**src/sv/skt_pkg.sv**
```systemverilog
`default_nettype none
// ----------------------------------------------------------------------------
// skt_pkg: shared types and constants of the sorted key table
// Request codes, result codes, controller states and the command/status
// bundles that pass between the controller and the datapath.
// ----------------------------------------------------------------------------
package skt_pkg;

    localparam int SKT_CAPACITY = 16;
    localparam logic signed [31:0] SKT_RESERVED_RESET = 32'sh8000_0000;

    typedef enum logic [2:0] {
        FN_INSERT        = 3'd0,
        FN_INSERT_UNIQUE = 3'd1,
        FN_INDEX_OF      = 3'd2,
        FN_COUNT         = 3'd3,
        FN_REMOVE        = 3'd4,
        FN_GET           = 3'd5
    } func_t;

    typedef enum logic [2:0] {
        ST_OK       = 3'd0,
        ST_MISS     = 3'd1,
        ST_RANGE    = 3'd2,
        ST_FULL     = 3'd3,
        ST_RESERVED = 3'd4
    } status_t;

    typedef enum logic [3:0] {
        S_IDLE,
        S_DECODE,
        S_SCAN_RD,
        S_SCAN_EV,
        S_SCAN_END,
        S_SHIFT_RD,
        S_SHIFT_WR,
        S_PLACE,
        S_FETCH_RD,
        S_FETCH_EV,
        S_REM_RD,
        S_REM_WR,
        S_RESP
    } state_t;

    // read address relative to the index register
    typedef enum logic [1:0] {
        RD_AT_IDX,
        RD_BELOW,
        RD_ABOVE
    } rd_sel_t;

    typedef struct packed {
        logic    load_req;
        logic    idx_clear;
        logic    idx_load_pos;
        logic    idx_load_fill;
        logic    idx_inc;
        logic    idx_dec;
        logic    mark_load;
        logic    hit_clear;
        logic    hit_load;
        logic    cnt_clear;
        logic    cnt_inc;
        logic    rd_en;
        rd_sel_t rd_sel;
        logic    wr_en;
        logic    wr_key;
        logic    fill_inc;
        logic    fill_dec;
        logic    fetch_load;
        logic    out_load;
        status_t status;
    } skt_cmd_t;

    typedef struct packed {
        func_t func;
        logic  key_reserved;
        logic  idx_at_fill;
        logic  idx_at_mark;
        logic  idx_last;
        logic  pos_in_range;
        logic  full;
        logic  rd_less;
        logic  rd_equal;
        logic  hit;
        logic  out_busy;
    } skt_stat_t;

endpackage
`default_nettype wire

```
**src/sv/sorted_key_table.sv**
```systemverilog
`default_nettype none
// ----------------------------------------------------------------------------
// sorted_key_table: ordered table of signed 32-bit keys
// Insert, unique insert, index lookup, equal count, remove and fetch by
// position over up to CAPACITY keys kept in ascending order.
// ----------------------------------------------------------------------------
//  port group   direction  handshake           contents
//  s_*          in         s_valid / s_ready   func, key, position
//  m_*          out        m_valid / m_ready   status, value, found_index, entries
//  cfg_*        in         cfg_wr_en           reserved key
//
// One request is in work at a time. The key memory has one read port with a
// registered output, so each entry visited or moved takes a read state and then
// an evaluate or a write state.
// Reset clears the fill count and control; the key memory is not cleared.
// A new request is taken while the previous result waits in m_* for m_ready;
// a finished request holds in the result stage until m_* is free.
// ----------------------------------------------------------------------------
module sorted_key_table
    import skt_pkg::*;
#(
    parameter int CAPACITY = SKT_CAPACITY
) (
    input  wire logic               aclk,
    input  wire logic               aresetn,
    input  wire logic               s_valid,
    output logic                    s_ready,
    input  wire logic [2:0]         s_func,
    input  wire logic signed [31:0] s_key,
    input  wire logic [7:0]         s_position,
    output logic                    m_valid,
    input  wire logic               m_ready,
    output logic [2:0]              m_status,
    output logic signed [31:0]      m_value,
    output logic [8:0]              m_found_index,
    output logic [8:0]              m_entries,
    input  wire logic               cfg_wr_en,
    input  wire logic signed [31:0] cfg_wr_data
);

    skt_cmd_t  cmd;
    skt_stat_t st;

    skt_ctrl u_ctrl (
        .aclk    (aclk),
        .aresetn (aresetn),
        .s_valid (s_valid),
        .s_ready (s_ready),
        .st      (st),
        .cmd     (cmd)
    );

    skt_datapath #(
        .CAPACITY (CAPACITY)
    ) u_datapath (
        .aclk          (aclk),
        .aresetn       (aresetn),
        .cmd           (cmd),
        .st            (st),
        .s_func        (s_func),
        .s_key         (s_key),
        .s_position    (s_position),
        .cfg_wr_en     (cfg_wr_en),
        .cfg_wr_data   (cfg_wr_data),
        .m_valid       (m_valid),
        .m_ready       (m_ready),
        .m_status      (m_status),
        .m_value       (m_value),
        .m_found_index (m_found_index),
        .m_entries     (m_entries)
    );

    // a result never reports more keys than the table holds
    a_entries_bound: assert property (@(posedge aclk) disable iff (!aresetn)
        m_valid |-> (m_entries <= 9'(CAPACITY)))
        else $error("entries above capacity");

    // a pending result is never overwritten
    a_no_overwrite: assert property (@(posedge aclk) disable iff (!aresetn)
        cmd.out_load |-> !(m_valid && !m_ready))
        else $error("result register overwritten");

    // the key memory only changes while a request is in work
    a_write_busy: assert property (@(posedge aclk) disable iff (!aresetn)
        cmd.wr_en |-> !s_ready)
        else $error("memory write while idle");

    // one request at a time
    a_one_request: assert property (@(posedge aclk) disable iff (!aresetn)
        (s_valid && s_ready) |=> !s_ready)
        else $error("second request taken while busy");

endmodule
`default_nettype wire

```
**src/sv/skt_datapath.sv**
```systemverilog
`default_nettype none
// ----------------------------------------------------------------------------
// skt_datapath: key memory, index/count registers and result register
// Holds the sorted keys in a single-port-read memory with registered read
// data, walks it under controller commands and keeps the result register.
// ----------------------------------------------------------------------------
module skt_datapath
    import skt_pkg::*;
#(
    parameter int CAPACITY = SKT_CAPACITY
) (
    input  wire logic               aclk,
    input  wire logic               aresetn,
    input  wire skt_cmd_t           cmd,
    output skt_stat_t               st,
    input  wire logic [2:0]         s_func,
    input  wire logic signed [31:0] s_key,
    input  wire logic [7:0]         s_position,
    input  wire logic               cfg_wr_en,
    input  wire logic signed [31:0] cfg_wr_data,
    output logic                    m_valid,
    input  wire logic               m_ready,
    output logic [2:0]              m_status,
    output logic signed [31:0]      m_value,
    output logic [8:0]              m_found_index,
    output logic [8:0]              m_entries
);

    localparam int IW = $clog2(CAPACITY + 1);
    localparam int AW = (CAPACITY > 1) ? $clog2(CAPACITY) : 1;

    logic signed [31:0] mem [CAPACITY];

    func_t              func_reg;
    logic signed [31:0] key_reg;
    logic [7:0]         pos_reg;
    logic signed [31:0] reserved_reg;
    logic [IW-1:0]      fill_reg;
    logic [IW-1:0]      idx_reg;
    logic [IW-1:0]      mark_reg;
    logic [IW-1:0]      cnt_reg;
    logic               hit_reg;
    logic signed [31:0] rdata_reg;
    logic signed [31:0] fetch_reg;

    logic               m_valid_reg;
    logic               m_valid_next;
    logic [2:0]         m_status_reg;
    logic signed [31:0] m_value_reg;
    logic [8:0]         m_found_reg;
    logic [8:0]         m_entries_reg;

    logic [IW-1:0]      idx_below;
    logic [IW-1:0]      idx_above;
    logic [IW-1:0]      rd_idx;
    logic [AW-1:0]      wr_addr;
    logic signed [31:0] wr_data;
    logic signed [31:0] res_value;
    logic [8:0]         res_found;

    assign idx_below = idx_reg - IW'(1);
    assign idx_above = idx_reg + IW'(1);

    // pick the read address
    always_comb begin
        case (cmd.rd_sel)
            RD_BELOW: rd_idx = idx_below;
            RD_ABOVE: rd_idx = idx_above;
            default:  rd_idx = idx_reg;
        endcase
    end

    assign wr_addr = idx_reg[AW-1:0];
    assign wr_data = cmd.wr_key ? key_reg : rdata_reg;

    // key memory: one write, one registered read
    always_ff @(posedge aclk) begin
        if (cmd.wr_en) begin
            mem[wr_addr] <= wr_data;
        end
        if (cmd.rd_en) begin
            rdata_reg <= mem[rd_idx[AW-1:0]];
        end
    end

    // capture the request
    always_ff @(posedge aclk) begin
        if (cmd.load_req) begin
            func_reg <= func_t'(s_func);
            key_reg  <= s_key;
            pos_reg  <= s_position;
        end
        if (cmd.fetch_load) begin
            fetch_reg <= rdata_reg;
        end
        if (cmd.mark_load) begin
            mark_reg <= idx_reg;
        end
    end

    // reserved key register
    always_ff @(posedge aclk) begin
        if (!aresetn) begin
            reserved_reg <= SKT_RESERVED_RESET;
        end else if (cfg_wr_en) begin
            reserved_reg <= cfg_wr_data;
        end
    end

    // fill count
    always_ff @(posedge aclk) begin
        if (!aresetn) begin
            fill_reg <= '0;
        end else if (cmd.fill_inc) begin
            fill_reg <= fill_reg + IW'(1);
        end else if (cmd.fill_dec) begin
            fill_reg <= fill_reg - IW'(1);
        end
    end

    // walk index, equal count and hit flag
    always_ff @(posedge aclk) begin
        if (cmd.idx_clear) begin
            idx_reg <= '0;
        end else if (cmd.idx_load_pos) begin
            idx_reg <= IW'(pos_reg);
        end else if (cmd.idx_load_fill) begin
            idx_reg <= fill_reg;
        end else if (cmd.idx_inc) begin
            idx_reg <= idx_above;
        end else if (cmd.idx_dec) begin
            idx_reg <= idx_below;
        end

        if (cmd.cnt_clear) begin
            cnt_reg <= '0;
        end else if (cmd.cnt_inc) begin
            cnt_reg <= cnt_reg + IW'(1);
        end

        if (cmd.hit_clear) begin
            hit_reg <= 1'b0;
        end else if (cmd.hit_load) begin
            hit_reg <= st.rd_equal;
        end
    end

    // status toward the controller
    always_comb begin
        st.func         = func_reg;
        st.key_reserved = (key_reg == reserved_reg);
        st.idx_at_fill  = (idx_reg == fill_reg);
        st.idx_at_mark  = (idx_reg == mark_reg);
        st.idx_last     = (idx_above == fill_reg);
        st.pos_in_range = (9'(pos_reg) < 9'(fill_reg));
        st.full         = (fill_reg == IW'(CAPACITY));
        st.rd_less      = (rdata_reg < key_reg);
        st.rd_equal     = (rdata_reg == key_reg);
        st.hit          = hit_reg;
        st.out_busy     = m_valid_reg && !m_ready;
    end

    // compose the result fields
    always_comb begin
        res_value = '0;
        res_found = '0;
        if (cmd.status != ST_OK) begin
            res_value = reserved_reg;
        end else begin
            case (func_reg)
                FN_REMOVE, FN_GET: res_value = fetch_reg;
                FN_INDEX_OF:       res_found = 9'(idx_reg);
                FN_COUNT:          res_found = 9'(cnt_reg);
                default:           res_value = '0;
            endcase
        end
    end

    assign m_valid_next = cmd.out_load || (m_valid_reg && !m_ready);

    // result register
    always_ff @(posedge aclk) begin
        if (!aresetn) begin
            m_valid_reg <= 1'b0;
        end else begin
            m_valid_reg <= m_valid_next;
        end
        if (cmd.out_load) begin
            m_status_reg  <= cmd.status;
            m_value_reg   <= res_value;
            m_found_reg   <= res_found;
            m_entries_reg <= 9'(fill_reg);
        end
    end

    assign m_valid       = m_valid_reg;
    assign m_status      = m_status_reg;
    assign m_value       = m_value_reg;
    assign m_found_index = m_found_reg;
    assign m_entries     = m_entries_reg;

endmodule
`default_nettype wire

```
**src/sv/skt_ctrl.sv**
```systemverilog
`default_nettype none
// ----------------------------------------------------------------------------
// skt_ctrl: request sequencer of the sorted key table
// Decodes one request, steps the datapath through the scan, shift, fetch and
// remove phases and chooses the result code.
// ----------------------------------------------------------------------------
module skt_ctrl
    import skt_pkg::*;
(
    input  wire logic      aclk,
    input  wire logic      aresetn,
    input  wire logic      s_valid,
    output logic           s_ready,
    input  wire skt_stat_t st,
    output skt_cmd_t       cmd
);

    state_t  state_reg;
    state_t  state_next;
    status_t status_reg;
    status_t status_next;
    logic    is_insert;
    logic    shift_go;

    assign is_insert = (st.func == FN_INSERT) || (st.func == FN_INSERT_UNIQUE);
    assign shift_go  = is_insert && !st.full &&
                       !((st.func == FN_INSERT_UNIQUE) && st.hit);

    always_ff @(posedge aclk) begin
        if (!aresetn) begin
            state_reg  <= S_IDLE;
            status_reg <= ST_OK;
        end else begin
            state_reg  <= state_next;
            status_reg <= status_next;
        end
    end

    // next state and result code
    always_comb begin
        state_next  = state_reg;
        status_next = status_reg;
        case (state_reg)
            S_IDLE: begin
                if (s_valid) begin
                    state_next = S_DECODE;
                end
            end
            S_DECODE: begin
                case (st.func)
                    FN_INSERT, FN_INSERT_UNIQUE: begin
                        if (st.key_reserved) begin
                            status_next = ST_RESERVED;
                            state_next  = S_RESP;
                        end else begin
                            state_next = S_SCAN_RD;
                        end
                    end
                    FN_INDEX_OF, FN_COUNT: begin
                        state_next = S_SCAN_RD;
                    end
                    FN_REMOVE, FN_GET: begin
                        if (st.pos_in_range) begin
                            state_next = S_FETCH_RD;
                        end else begin
                            status_next = ST_RANGE;
                            state_next  = S_RESP;
                        end
                    end
                    default: begin
                        status_next = ST_OK;
                        state_next  = S_RESP;
                    end
                endcase
            end
            S_SCAN_RD: begin
                state_next = st.idx_at_fill ? S_SCAN_END : S_SCAN_EV;
            end
            S_SCAN_EV: begin
                if (st.func == FN_COUNT || st.rd_less) begin
                    state_next = S_SCAN_RD;
                end else begin
                    state_next = S_SCAN_END;
                end
            end
            S_SCAN_END: begin
                state_next = S_RESP;
                if (st.func == FN_COUNT) begin
                    status_next = ST_OK;
                end else if (st.func == FN_INDEX_OF) begin
                    status_next = st.hit ? ST_OK : ST_MISS;
                end else if ((st.func == FN_INSERT_UNIQUE) && st.hit) begin
                    status_next = ST_MISS;
                end else if (st.full) begin
                    status_next = ST_FULL;
                end else begin
                    state_next = S_SHIFT_RD;
                end
            end
            S_SHIFT_RD: begin
                state_next = st.idx_at_mark ? S_PLACE : S_SHIFT_WR;
            end
            S_SHIFT_WR: begin
                state_next = S_SHIFT_RD;
            end
            S_PLACE: begin
                status_next = ST_OK;
                state_next  = S_RESP;
            end
            S_FETCH_RD: begin
                state_next = S_FETCH_EV;
            end
            S_FETCH_EV: begin
                if (st.func == FN_REMOVE) begin
                    state_next = S_REM_RD;
                end else begin
                    status_next = ST_OK;
                    state_next  = S_RESP;
                end
            end
            S_REM_RD: begin
                if (st.idx_last) begin
                    status_next = ST_OK;
                    state_next  = S_RESP;
                end else begin
                    state_next = S_REM_WR;
                end
            end
            S_REM_WR: begin
                state_next = S_REM_RD;
            end
            S_RESP: begin
                if (!st.out_busy) begin
                    state_next = S_IDLE;
                end
            end
            default: begin
                state_next = S_IDLE;
            end
        endcase
    end

    // datapath commands
    always_comb begin
        cmd        = '0;
        cmd.status = status_reg;
        s_ready    = 1'b0;
        case (state_reg)
            S_IDLE: begin
                s_ready      = 1'b1;
                cmd.load_req = s_valid;
            end
            S_DECODE: begin
                cmd.cnt_clear = 1'b1;
                cmd.hit_clear = 1'b1;
                if (st.func == FN_REMOVE || st.func == FN_GET) begin
                    cmd.idx_load_pos = 1'b1;
                end else begin
                    cmd.idx_clear = 1'b1;
                end
            end
            S_SCAN_RD: begin
                cmd.rd_en  = !st.idx_at_fill;
                cmd.rd_sel = RD_AT_IDX;
            end
            S_SCAN_EV: begin
                if (st.func == FN_COUNT) begin
                    cmd.cnt_inc = st.rd_equal;
                    cmd.idx_inc = 1'b1;
                end else if (st.rd_less) begin
                    cmd.idx_inc = 1'b1;
                end else begin
                    cmd.hit_load = 1'b1;
                end
            end
            S_SCAN_END: begin
                // remember the insert point and start shifting from the top
                cmd.mark_load     = shift_go;
                cmd.idx_load_fill = shift_go;
            end
            S_SHIFT_RD: begin
                cmd.rd_en  = !st.idx_at_mark;
                cmd.rd_sel = RD_BELOW;
            end
            S_SHIFT_WR: begin
                cmd.wr_en   = 1'b1;
                cmd.idx_dec = 1'b1;
            end
            S_PLACE: begin
                cmd.wr_en    = 1'b1;
                cmd.wr_key   = 1'b1;
                cmd.fill_inc = 1'b1;
            end
            S_FETCH_RD: begin
                cmd.rd_en  = 1'b1;
                cmd.rd_sel = RD_AT_IDX;
            end
            S_FETCH_EV: begin
                cmd.fetch_load = 1'b1;
            end
            S_REM_RD: begin
                if (st.idx_last) begin
                    cmd.fill_dec = 1'b1;
                end else begin
                    cmd.rd_en  = 1'b1;
                    cmd.rd_sel = RD_ABOVE;
                end
            end
            S_REM_WR: begin
                cmd.wr_en   = 1'b1;
                cmd.idx_inc = 1'b1;
            end
            S_RESP: begin
                cmd.out_load = !st.out_busy;
            end
            default: begin
                cmd.status = status_reg;
            end
        endcase
    end

endmodule
`default_nettype wire

```
**config.mk**
```make
export PLATFORM = sky130hd
export DESIGN_NAME = sorted_key_table
export DESIGN_NICKNAME = d
export VERILOG_FILES = /design/src/sv/skt_pkg.sv /design/src/sv/sorted_key_table.sv /design/src/sv/skt_datapath.sv /design/src/sv/skt_ctrl.sv
export SDC_FILE = /design/constraint.sdc
export NUM_CORES = 1
export LEC_CHECK = 0
export ABC_AREA = 1
export BUFFER_PORTS_ARGS = -buffer_cell sky130_fd_sc_hd__buf_2
export CAP_MARGIN = 20
export CORE_ASPECT_RATIO = 0.7
export CORE_MARGIN = 2
export CORE_UTILIZATION = 46
export DETAILED_ROUTE_END_ITERATION = 8
export PLACE_DENSITY = 0.62
export SETUP_SLACK_MARGIN = 0.02
export SYNTH_ARGS = -nofsm -noshare
export SYNTH_HDL_FRONTEND = slang
export SYNTH_HIERARCHICAL = 1
export SYNTH_SLANG_ARGS = --single-unit
```
**constraint.sdc**
```tcl
create_clock -name aclk -period 11.3 [get_ports aclk]
set_input_delay 0.565 -clock aclk [delete_from_list [all_inputs] [get_ports aclk]]
set_output_delay 0.565 -clock aclk [all_outputs]
set_load 0.05 [all_outputs]
```
Yosys cells after proc, flatten, opt, wreduce, memory -nomap -nowiden. Memory sizes are Yosys's and may differ from the RTL's. A register that Yosys moved wholly into a read port is not among the register bits. Cells that the tools add are included.

Bits in registers: 185. Memory bits (writable): 512. Output and inout bits: 55. Word-level logic and storage cells: 147. Memories: 1.

Memories: u_datapath.mem (words 16, width 32, read ports 1, clocked after Yosys merged registers in 1, write ports 1, RTL line skt_datapath.sv:32) `logic signed [31:0] mem [CAPACITY];`.

Add/subtract/negate cells: 5. Order comparisons: 2. Eq/ne operators: 33. Multiplexer cells: 63. Reduce and logical (&&, ||, !) cells: 26.

Operator list (count): 32-bit two-way mux (3); 32-bit equality test (2); 4-bit one-hot mux with 13 select lines (1); 3-bit two-way mux (14); 32-bit less-than comparator (1); 5-bit two-way mux (6); 4-bit two-way mux (7); 1-bit two-way mux (23); 4-bit equality test (second input constant) (5); 4-bit by 3-bit equality test with 1-bit output (second input constant) (4); 5-bit by 1-bit adder with 5-bit output (second input constant) (3); 5-bit equality test (3); 3-bit one-hot mux with 5 select lines (1); 3-bit one-hot mux with 4 select lines (1); 4-bit one-hot mux with 3 select lines (1); 2-bit != test (second input constant) (5); 5-bit one-hot mux with 2 select lines (1); 5-bit by 1-bit subtractor with 5-bit output (second input constant) (2); 3-bit one-hot mux with 3 select lines (1); 4-bit by 2-bit equality test with 1-bit output (second input constant) (2); 8-bit by 5-bit less-than comparator with 1-bit output (1); 4-bit one-hot mux with 2 select lines (1); 7-bit AND reduction (1); 3-bit by 2-bit equality test with 1-bit output (second input constant) (2); other kinds (22) (38).

Longest topological paths before layout. Gate-level depths: netlist of the first run.

Depth after elaboration: 7. Depth in mapped cells: 25. Mapped depth without buffers: 25.

Cells and area by module. Netlist of the first run, hierarchy kept.

By module, submodules not included: skt_datapath (times used 1, cells each 2814, area an instance 31276.2 um^2); skt_ctrl (times used 1, cells each 151, area an instance 774.5 um^2).

Worst setup path before layout of the first run. No wires, ideal clock.

Path kind: flip-flop to flip-flop. Start point: reg u_datapath.m_valid_reg, in the netlist u_datapath/m_valid. End point: reg u_datapath.m_entries_reg[0], in the netlist u_datapath/m_entries[0], enable pin. Library setup time: 563 ps. Arrival: 5098 ps. Required time: 10737 ps. Path slack: 5639 ps. Cell stages (with the launch flop): 4. Path buffers: 0. Period minus slack after synthesis: 5661 ps. Cell sequence: dfxtp_1 -> inv_1 -> nor2_1 -> nor4_1.

RTL lines: from (decl) (RTL line skt_datapath.sv:46) `logic m_valid_reg;`; from (signal assigned) (RTL line skt_datapath.sv:186) `m_valid_reg <= m_valid_next;`; to (signal assigned) (RTL line skt_datapath.sv:192) `m_entries_reg <= 9'(fill_reg);`; to (decl) (RTL line skt_datapath.sv:51) `logic [8:0] m_entries_reg;`.

==> parameters.txt, run 1 <==
Parameter                              Value

Worst setup path
  Cell type with the highest occurrence count on the critical path ... inv_1
  Setup slack of the worst register-to-register path ... 5.92 ns
  CP endpoint kind ... register
  Slowest stage delay, CP ... 0.65 ns
  Kind of start point of the critical path ... register
  Arrival time worst endpoint ... 5.75 ns
  Cell type of the slowest stage on the worst timing path ... buf_4
  Cell chain of the critical path ... inv_1 -> ha_1 -> inv_1 -> nand2_1 -> nand3b_1 -> a21oi_1 -> o21ai_0 -> nor3_1 -> inv_1 -> nand2_1 -> inv_1 -> ha_1 -> nor2_1 -> o21ai_4 -> buf_4 -> nand2_8 -> buf_12 -> o211ai_1 -> nand3_1 -> nand3_1 -> nand2_1
  Maximum fanout along the worst path ... 203
  Crit Path Class ... register to register
  CP Data Required Time ... 11.67 ns

Timing
  Slew headroom ... 0.208
  Setup violators final ... 0
  Fmax achieved ... 0.186 GHz
  Tcrit/Tclk final ... 0.476
  Count of endpoints failing hold in the final timing report ... 0
  Slew of the pin with the lowest slew margin ... 1.19 ns
  Fin Setup TNS ... 0 ns
  Worst Clk Skew ... 0.0220 ns
  Max-slew violation count ... 0
  Final Critical Period ... 5.38 ns
  Setup repair after global routing missed its margin ... no

Floorplan
  Initial core utilization ... 0.467
  Chip width ... 319 um
  Core area ... 68,600 um^2
  Number of primary I/O pins ... 135
  Die area ... 71,800 um^2
  Die H ... 225 um
  Number of placement rows ... 80

Clocking
  Hold buffer count at CTS ... 0
  Clk sink count ... 725
  Maximum count of clock buffers along a single path ... 3
  Clock buffers created by TritonCTS ... 69
  Clock network latency to the later pin of the worst-skew pair ... 0.63 ns
  Setup bufs post-CTS ... 0
  Cts repair resizes ... 0
  Library cell used as clock root buffer ... clkbuf_16
  Clock tree from TritonCTS ... done
  Clk pin slew, worst setup/hold paths ... 0.07 ns
  Max H-tree Level ... 3

Place
  Total of buffers placed on input and output ports ... 126
  Instance area after placement ... 33,500 um^2
  Detailed-placement wirelength estimate ... 47.7 mm
  Last weighted congestion value of the routability-driven placer ... 0.841

Routing
  Drc violations ... 0
  Via density per instance ... 5.56
  Met2 wire length ... 38.4 mm
  DR WL/cell ... 21.2 um
  Total number of vias ... 22,300
  Total wirelength of the detailed-routed design ... 84.8 mm
  Routed metal-1 wire length ... 37.9 mm
  First-pass iteration count of the detailed router ... 5
  Count of nets left with antenna violations after detail routing ... 0
  DR iter-0 viols ... 2,455
  Max layer used ... met4
  Met3 routed WL ... 6.27 mm

Global route
  Initial antenna violation count ... 0
  Maximum number of pins on one net before global-route repair ... 204
  Number of global-route vias before repair ... 21,300
  Final global-route overflow total ... 0
  GRT Total Usage ... 0.235
  Global-route wire length before repair ... 128 mm

Pwr
  Pwr Total ... 8.61 mW
  Reported leakage power ... 13.9 nW
  Peak supply drop ... 165 uV
  Power density over cell area ... 241 nW/um^2

Synthesis
  Number of enable flip-flop cells after synthesis ... 669
  Count of distinct cell types in the synthesized netlist ... 50
  Cells taking the most area after synthesis ... edfxtp_1, nand2_1, nand3_1
  FFs w/ async S/R, synth ... 0
  Sequential element share of the synthesized area ... 0.662
  Count of yosys warnings during synthesis ... 6
  Mapped Avg Cell Area ... 10.8 um^2
  Cells after synthesis ... 2,965
  Cell type with the largest total area after synthesis ... edfxtp_1
  Dominant register cell in the synthesized netlist ... edfxtp_1
  Synthesis-stage register bit count ... 725
  Share of the synthesized area in the top cell type ... 0.627
  Post-Synthesis Cell Area ... 32,100 um^2

Finish
  Commonest non-fill, non-tap cells in the layout ... nand2_1, edfxtp_1, nand3_1
  Commonest non-fill, non-tap cell in the layout ... nand2_1
  Max FFs per register ... 512
  Fillers ... 5,936
  Number of inserted diodes ... 0
  Share of layout cells above drive strength 1 ... 0.105
  Largest register by flop count ... u_datapath/mem
  Layout Area Growth over Synthesis ... 11.7%
  Net count of the finished layout ... 3,182
  Final Instance Area ... 35,800 um^2

Hold path
  Worst hold-check path type ... input pin to register

Job
  Max-cap violations ... 0

Outcome
  Run status ... completed
-- routing by layer --
metal,track usage,vias up
li1,-,10400
met1,0.345,10900
met2,0.363,871
met3,0.0340,151
met4,0.0712,0
met5,0,-
-- worst paths after layout --
path | start | endpoint | cells past startpoint
setup / recovery | u_datapath/idx_reg[0] | u_datapath/rdata_reg[13] | 21
hold / removal | s_key[18] | u_datapath/key_reg[18] | 1
setup reg to reg | u_datapath/idx_reg[0] | u_datapath/rdata_reg[13] | 21
hold reg to reg | u_datapath/reserved_reg[15] | u_datapath/reserved_reg[15] | 2
-- cells by family (layout without fill, tap and decap cells) --
family                     count (synthesis)  after routing  share of synthesized area
muxes                                      1              1                   0.000312
and+or+nand+nor                         1536           1536                      0.218
AOI/OAI and AO/OA                        185            185                     0.0313
other                                      1              8                   0.000117
xor gates and xnor gates                  35             35                    0.00956
buffers and inverters                    434            570                     0.0597
adders and majority gates                 48             48                     0.0190
DFF                                      725            725                      0.662
-- where the power goes --
group          switching (mW)  internal (mW)  leakage, nW
clock                    1.00           1.29         1.07
sequential              0.176           3.46         6.51
combinational            1.93          0.754         6.30
total                    3.11           5.50         13.9
-- layout make-up --
cell class | count | area (um^2) | area share
Tap cell | 902 | 1130 | 0.0315
Timing Repair Buffer | 184 | 1120 | 0.0314
Inverter | 261 | 986 | 0.0275
Clock buffer | 90 | 1870 | 0.0522
Multi-Input combinational cell | 1813 | 9160 | 0.256
Sequential cell | 725 | 21200 | 0.593
Clock inverter | 35 | 315 | 0.00881
-- synthesized netlist by cell type (10+ instances only) --
| library cell | n |
|---|---|
| ha_1 | 47 |
| nand3b_1 | 130 |
| nand3_1 | 500 |
| buf_2 | 105 |
| nand4_1 | 10 |
| o211ai_1 | 14 |
| xor2_1 | 11 |
| nand2_1 | 714 |
| xnor2_1 | 24 |
| buf_4 | 30 |
| clkbuf_1 | 30 |
| a21oi_1 | 87 |
| nor3_1 | 20 |
| nor2_1 | 144 |
| o21ai_0 | 68 |
| inv_1 | 251 |
| edfxtp_1 | 669 |
| dfxtp_1 | 56 |
-- stage by stage --
stage          hold slack (ns)   util  cells  worst slack [ns]
2_1_floorplan            0.406      -   2972              5.64
5_1_grt                 0.0738  0.522   4010              5.31
3_3_place_gp             0.470  0.487   3864              6.09
6_report                 0.108  0.522   4010              5.92
3_5_place_dp             0.444  0.488   3868              6.06
4_1_cts                 0.0753  0.520   3993              6.02
-- critical path: cells and delay by family (launching register included) --
family	cells	cell delay (ns)
buf+inv	6	1.51
flops	1	0.64
fa+ha+maj	2	0.80
simple gates	9	1.29
compound gates	4	0.61
No activity file was read; power rests on OpenSTA's default activity.
==> run 2, diff against run 1 <==
- PLACE_DENSITY: 0.62 -> 0.65
- clock period: 11.3 -> 4.9 ns (I/O delays scaled with it)
==> parameters.txt, run 2 (synthesized netlist as in run 1, its figures left out) <==
Parameter                              Value

Finish
  Commonest non-fill, non-tap cells in the layout ... nand2_1, edfxtp_1, nand3_1
  Fillers ... 5,823
  Final Instance Area ... 36,800 um^2
  Commonest non-fill, non-tap cell in the layout ... nand2_1
  Largest register by flop count ... u_datapath/mem
  Number of inserted diodes ... 0
  Total area of multi-input combinational cells ... 9170 um^2
  Net count of the finished layout ... 3,280
  Share of layout cells above drive strength 1 ... 0.109
  Layout Area Growth over Synthesis ... 14.9%
  Max FFs per register ... 512
  Reg area ... 21,200 um^2

Clocking
  Cts repair resizes ... 0
  Max H-tree Level ... 3
  Clock network latency to the later pin of the worst-skew pair ... 0.63 ns
  Setup bufs post-CTS ... 0
  Maximum count of clock buffers along a single path ... 3
  Hold buffer count at CTS ... 76
  Clk sink count ... 725
  Clock tree from TritonCTS ... done
  Clock buffers created by TritonCTS ... 67
  Clk pin slew, worst setup/hold paths ... 0.07 ns
  Library cell used as clock root buffer ... clkbuf_16

Routing
  Total number of vias ... 22,900
  Drc violations ... 0
  Total wirelength of the detailed-routed design ... 86.6 mm
  First-pass iteration count of the detailed router ... 7
  Via density per instance ... 5.58
  DR iter-0 viols ... 2,818
  DR WL/cell ... 21.1 um
  Count of nets left with antenna violations after detail routing ... 0

Timing
  Slew headroom ... 0.235
  Setup violators final ... 0
  Worst Clk Skew ... 0.0237 ns
  Max-slew violation count ... 0
  Fmax achieved ... 0.240 GHz
  Setup repair after global routing missed its margin ... no
  Final Critical Period ... 4.16 ns
  Tcrit/Tclk final ... 0.850
  Fin Setup TNS ... 0 ns
  Hold Worst Slack ... 0.0225 ns
  Slew of the pin with the lowest slew margin ... 1.15 ns
  Count of endpoints failing hold in the final timing report ... 0

Floorplan
  Number of primary I/O pins ... 135
  Chip width ... 319 um
  Core area ... 68,600 um^2
  Die area ... 71,800 um^2
  Initial core utilization ... 0.467
  Number of placement rows ... 80
  Die H ... 225 um

Global route
  Global routing usage on met1 ... 0.349
  Number of global-route vias before repair ... 21,800
  Final global-route overflow total ... 0
  Maximum number of pins on one net before global-route repair ... 154
  GRT Total Usage ... 0.240
  Most utilized layer in the global route result ... met2
  Fraction of met2 tracks used by global routing ... 0.366
  Global-route wire length before repair ... 131 mm
  Met3 usage ... 0.0444
  Initial antenna violation count ... 1

Place
  Total of buffers placed on input and output ports ... 126
  Last weighted congestion value of the routability-driven placer ... 0.887
  Instance area after placement ... 33,800 um^2
  Detailed-placement wirelength estimate ... 50.7 mm

Worst setup path
  CP Data Required Time ... 5.29 ns
  Crit Path Class ... register to register
  Setup slack of the worst register-to-register path ... 0.74 ns
  Arrival time worst endpoint ... 4.55 ns
  CP endpoint kind ... register
  Maximum fanout along the worst path ... 153
  Reg2reg path depth ... 20
  Crit Reg-Reg Endpoint ... u_datapath/rdata_reg[8]
  Kind of start point of the critical path ... register
  Launching point of the worst reg2reg path ... u_datapath/idx_reg[1]

Pwr
  Reported leakage power ... 14.4 nW
  Clock power share ... 0.258
  Switching power ... 7.26 mW
  Peak supply drop ... 486 uV
  Gate power share ... 0.324
  Power density over cell area ... 544 nW/um^2
  Portion of total power attributed to sequential cells ... 0.418
  Internal power ... 12.8 mW
  Switching Fraction ... 0.362

Job
  Max-cap violations ... 0

Hold path
  Min-Delay Endpoint ... u_ctrl/state_reg[0]
  Worst hold-check path type ... input pin to register
  Worst hold path depth ... 5
  Start point of the worst hold path ... s_valid

Outcome
  Run status ... completed
[run 2: worst max-delay path by stage]
stage | start | to | cells after the start
after floorplan | u_ctrl/state_reg[1] | u_datapath/func_reg[0] | 5
after global placement | u_datapath/idx_reg[1] | u_datapath/rdata_reg[6] | 21
after detailed placement | u_datapath/idx_reg[1] | u_datapath/rdata_reg[11] | 20
after CTS | u_datapath/idx_reg[1] | u_datapath/rdata_reg[11] | 20
after global routing | u_datapath/idx_reg[1] | u_datapath/rdata_reg[11] | 20
final | u_datapath/idx_reg[1] | u_datapath/rdata_reg[8] | 20
[run 2: cell type report]
| type | count | area share |
|---|---|---|
| clock buffers | 86 | 0.0494 |
| clock inverters | 32 | 0.00802 |
| inverters | 261 | 0.0267 |
| multi-input cells | 1813 | 0.249 |
| flip-flops and latches | 725 | 0.576 |
| well taps | 902 | 0.0307 |
| repair buffers | 284 | 0.0601 |
[run 2: through the flow]
step	utilization	setup slack (ns)	power [mW]	instances
finish	0.537	0.737	20.0	4103
CTS	0.535	0.835	19.9	4087
detailed placement	0.493	0.863	14.7	3893
floorplan	-	1.16	12.6	2972
global placement	0.493	0.929	14.6	3890
global route	0.537	0.335	21.0	4103
[run 2: routing by layer]
| metal | part of all wire | wire [um] |
|---|---|---|
| met4 | 0.027 | 2350 |
| met5 | 0.00014 | 12 |
| met1 | 0.43 | 37600 |
| met2 | 0.45 | 38800 |
| met3 | 0.091 | 7870 |
[run 2: power by group through the flow]
stage,Combinational [mW],Clock [mW],Sequential [mW]
6_report,6.50,5.17,8.37
3_3_place_gp,6.08,0,8.51
2_1_floorplan,4.28,0,8.35
4_1_cts,6.30,5.24,8.39
5_1_grt,7.17,5.47,8.40
3_5_place_dp,6.22,0,8.51
[run 2: critical path, cell delays in order, from the launching register on]
cell and delay (ns):
dfxtp_1 0.51, inv_1 0.24, ha_1 0.40, inv_1 0.09
nand2_1 0.06, nand3b_1 0.09, a21oi_1 0.11, o21ai_0 0.09
nor3_1 0.15, inv_1 0.08, nand2_1 0.08, inv_1 0.07
ha_1 0.41, nor2_1 0.10, o21ai_4 0.15, buf_12 0.50
nand3b_1 0.16, nand3_1 0.12, nand3_1 0.11, nand3_1 0.12
nand2_1 0.06
==> run 3, diff against run 2 <==
- ABC_AREA: 1 -> 0
- clock period: 4.9 -> 3.7 ns (I/O delays scaled with it)
==> parameters.txt, run 3 <==
Parameter                              Value

Outcome
  Run status ... completed

Timing
  Slew headroom ... 0.362
  Crit path setup slack, layout ... 0.0836 ns
  Worst Clk Skew ... 0.0257 ns
  Setup repair after global routing missed its margin ... no
  Setup violators final ... 0
  Count of endpoints failing hold in the final timing report ... 0
  Tcrit/Tclk final ... 0.977
  Fmax achieved ... 0.277 GHz
  Final Critical Period ... 3.62 ns
  Max-slew violation count ... 0
  Fin Setup TNS ... 0 ns
  Slew of the pin with the lowest slew margin ... 0.957 ns

Clocking
  Clock buffers created by TritonCTS ... 71
  Clk sink count ... 725
  Max H-tree Level ... 3
  Library cell used as clock root buffer ... clkbuf_16
  Clk pin slew, worst setup/hold paths ... 0.06 ns
  Clock network latency to the later pin of the worst-skew pair ... 0.63 ns
  Maximum count of clock buffers along a single path ... 3
  Clock tree from TritonCTS ... done

Pwr
  Peak supply drop ... 407 uV
  Reported leakage power ... 12.9 nW
  Power density over cell area ... 700 nW/um^2
  Pwr Total ... 25.4 mW

Floorplan
  Chip width ... 309 um
  Core area ... 64,600 um^2
  Die area ... 67,200 um^2
  Number of primary I/O pins ... 135
  Initial core utilization ... 0.464
  Number of placement rows ... 78
  Die H ... 218 um

Routing
  First-pass iteration count of the detailed router ... 5
  Via density per instance ... 5.62
  Total number of vias ... 16,800
  DR iter-0 viols ... 2,065
  Count of nets left with antenna violations after detail routing ... 0
  Total wirelength of the detailed-routed design ... 76.7 mm
  DR WL/cell ... 25.7 um
  Drc violations ... 0

Place
  Instance area after placement ... 32,700 um^2
  Last weighted congestion value of the routability-driven placer ... 0.846
  Place WS ... -0.314 ns
  Total of buffers placed on input and output ports ... 126
  Detailed-placement wirelength estimate ... 45.9 mm
  Placed cell count ... 2,746

Finish
  Largest register by flop count ... u_datapath/mem
  Fillers ... 4,954
  Net count of the finished layout ... 2,171
  Fin cells ... 2,981
  Final Instance Area ... 36,300 um^2
  Number of inserted diodes ... 0
  Commonest non-fill, non-tap cells in the layout ... edfxtp_1, mux2i_1, mux4_2
  Commonest non-fill, non-tap cell in the layout ... edfxtp_1
  Share of layout cells above drive strength 1 ... 0.299
  Layout Area Growth over Synthesis ... 21.1%
  Max FFs per register ... 512

Synthesis
  Synthesis-stage register bit count ... 725
  Synth top cells by count ... edfxtp_1, mux2i_1, mux4_2
  Xor/xnor share of the synthesized area ... 0.0164
  Number of enable flip-flop cells after synthesis ... 669
  Dominant register cell in the synthesized netlist ... edfxtp_1
  Most repeated cell in the gate-level netlist after synthesis ... edfxtp_1
  Count of distinct cell types in the synthesized netlist ... 66
  Post-synthesis share of cell area spent on full adders, half adders and majority gates ... 0.0203
  Sequential element share of the synthesized area ... 0.708
  Count of yosys warnings during synthesis ... 6
  Area fraction in and, or, nand and nor cells after synthesis ... 0.0491
  FFs w/ async S/R, synth ... 0
  Dominant combinational cell family by area after synthesis ... multiplexers
  Cells taking the most area after synthesis ... edfxtp_1, mux4_2, mux2i_1
  Mapped Avg Cell Area ... 17.8 um^2
  Cells after synthesis ... 1,687
  Fraction of the mapped netlist area in compound gates ... 0.0242
  Fraction of synthesized area in multiplexers ... 0.156
  Post-Synthesis Cell Area ... 30,000 um^2
  Cell type with the largest total area after synthesis ... edfxtp_1
  Share of the synthesized area in the top cell type ... 0.671

Hold path
  Start point of the worst hold path ... s_position[0]
  Worst hold-check path type ... input pin to register

Worst setup path
  Cell type with the highest occurrence count on the critical path ... or4_4
  Slowest stage delay, CP ... 0.57 ns
  Kind of start point of the critical path ... register
  CP Data Required Time ... 4.19 ns
  Cell chain of the critical path ... ha_1 -> nand4_1 -> or4_4 -> a21o_1 -> a32o_1 -> mux2i_2 -> o311a_4 -> or4_4 -> buf_4 -> o22ai_1 -> a311oi_2
  Arrival time worst endpoint ... 4.10 ns
  Cell type of the slowest stage on the worst timing path ... or4_4
  Crit Path Class ... register to register
  Launching point of the worst reg2reg path ... u_datapath/rdata_reg[8]
  CP endpoint kind ... register
  Maximum fanout along the worst path ... 5
  Start point of the critical path ... u_datapath/rdata_reg[8]

Global route
  Global-route wire length before repair ... 111 mm
  Number of global-route vias before repair ... 16,700
  Initial antenna violation count ... 0
  Final global-route overflow total ... 0
  Maximum number of pins on one net before global-route repair ... 44
  GRT Total Usage ... 0.229

Job
  Max-cap violations ... 0
==> run 3: cell types whose count changed in the layout (fill, tap and decap cells not counted), sizes merged, moves of 53 or more <==
cell,delta
mux2i,+144
inv,-207
buf,+77
a21oi,-53
nand3,-467
nor2,-77
mux4,+128
nand2,-620
nand3b,-128
==> run 3: per-stage QoR <==
stage	utilization	hold WS [ns]
floorplan	-	0.247
global placement	0.506	0.362
detailed placement	0.506	0.364
CTS	0.554	0.227
global route	0.562	0.237
finish	0.562	0.261
==> run 3: final cells by class <==
cell class | count | area (um^2) | area share
clock buffers | 91 | 1980 | 0.0544
clock inverters | 40 | 328 | 0.00903
inverters | 51 | 191 | 0.00528
multi-input cells | 826 | 8380 | 0.231
flip-flops and latches | 725 | 21200 | 0.585
well taps | 880 | 1100 | 0.0303
repair buffers | 368 | 3100 | 0.0853
==> run 3: critical path, delay by kind of cell, from the launching register on <==
kind            cells  cell delay [ns]
compound gates      5             1.02
fa+ha+maj           1             0.33
buf+inv             1             0.17
flops               1             0.50
mux                 1             0.20
simple gates        3             1.28
==> run 3: cell families after synthesis <==
| family | count (synthesis) |
|---|---|
| xor gates and xnor gates | 56 |
| other | 1 |
| AOI/OAI and AO/OA | 106 |
| and+or+nand+nor | 304 |
| buffers and inverters | 143 |
| DFF | 725 |
| muxes | 304 |
| adders and majority gates | 48 |
==> run 3: worst paths after layout <==
kind                                                 to  slack (ns)  cells after the start
worst min-delay path              u_datapath/pos_reg[0]        0.26                      2
worst max register to register    u_datapath/idx_reg[3]        0.08                     11
worst min register to register  u_datapath/fetch_reg[0]        0.47                      0
worst max-delay path              u_datapath/idx_reg[3]        0.08                     11
==> run 3: power by group <==
part,internal [mW],total [mW],switching [mW],leakage (nW)
clock,4.08,7.17,3.09,1.13
sequential,10.3,10.7,0.398,6.51
combinational,3.30,7.54,4.24,5.28
==> run 3: metal layers <==
layer	global-route usage	routed length, um	up-vias
met2	0.349	35400	790
met3	0.0504	7230	98
li1	-	-	7305
met5	0	0	-
met1	0.335	32700	8565
met4	0.0613	1340	0
==> run 3: timing repair <==
| action | CTS | global route |
|---|---|---|
| resized for setup | 6 | 34 |
| setup endpoints to repair | 8 | 37 |
| endpoints found under the hold margin | 79 | 0 |
| gates cloned | 0 | 5 |
| buffers inserted | 0 | 22 |
| pin swaps | 2 | 8 |
| hold buffers | 78 | 0 |
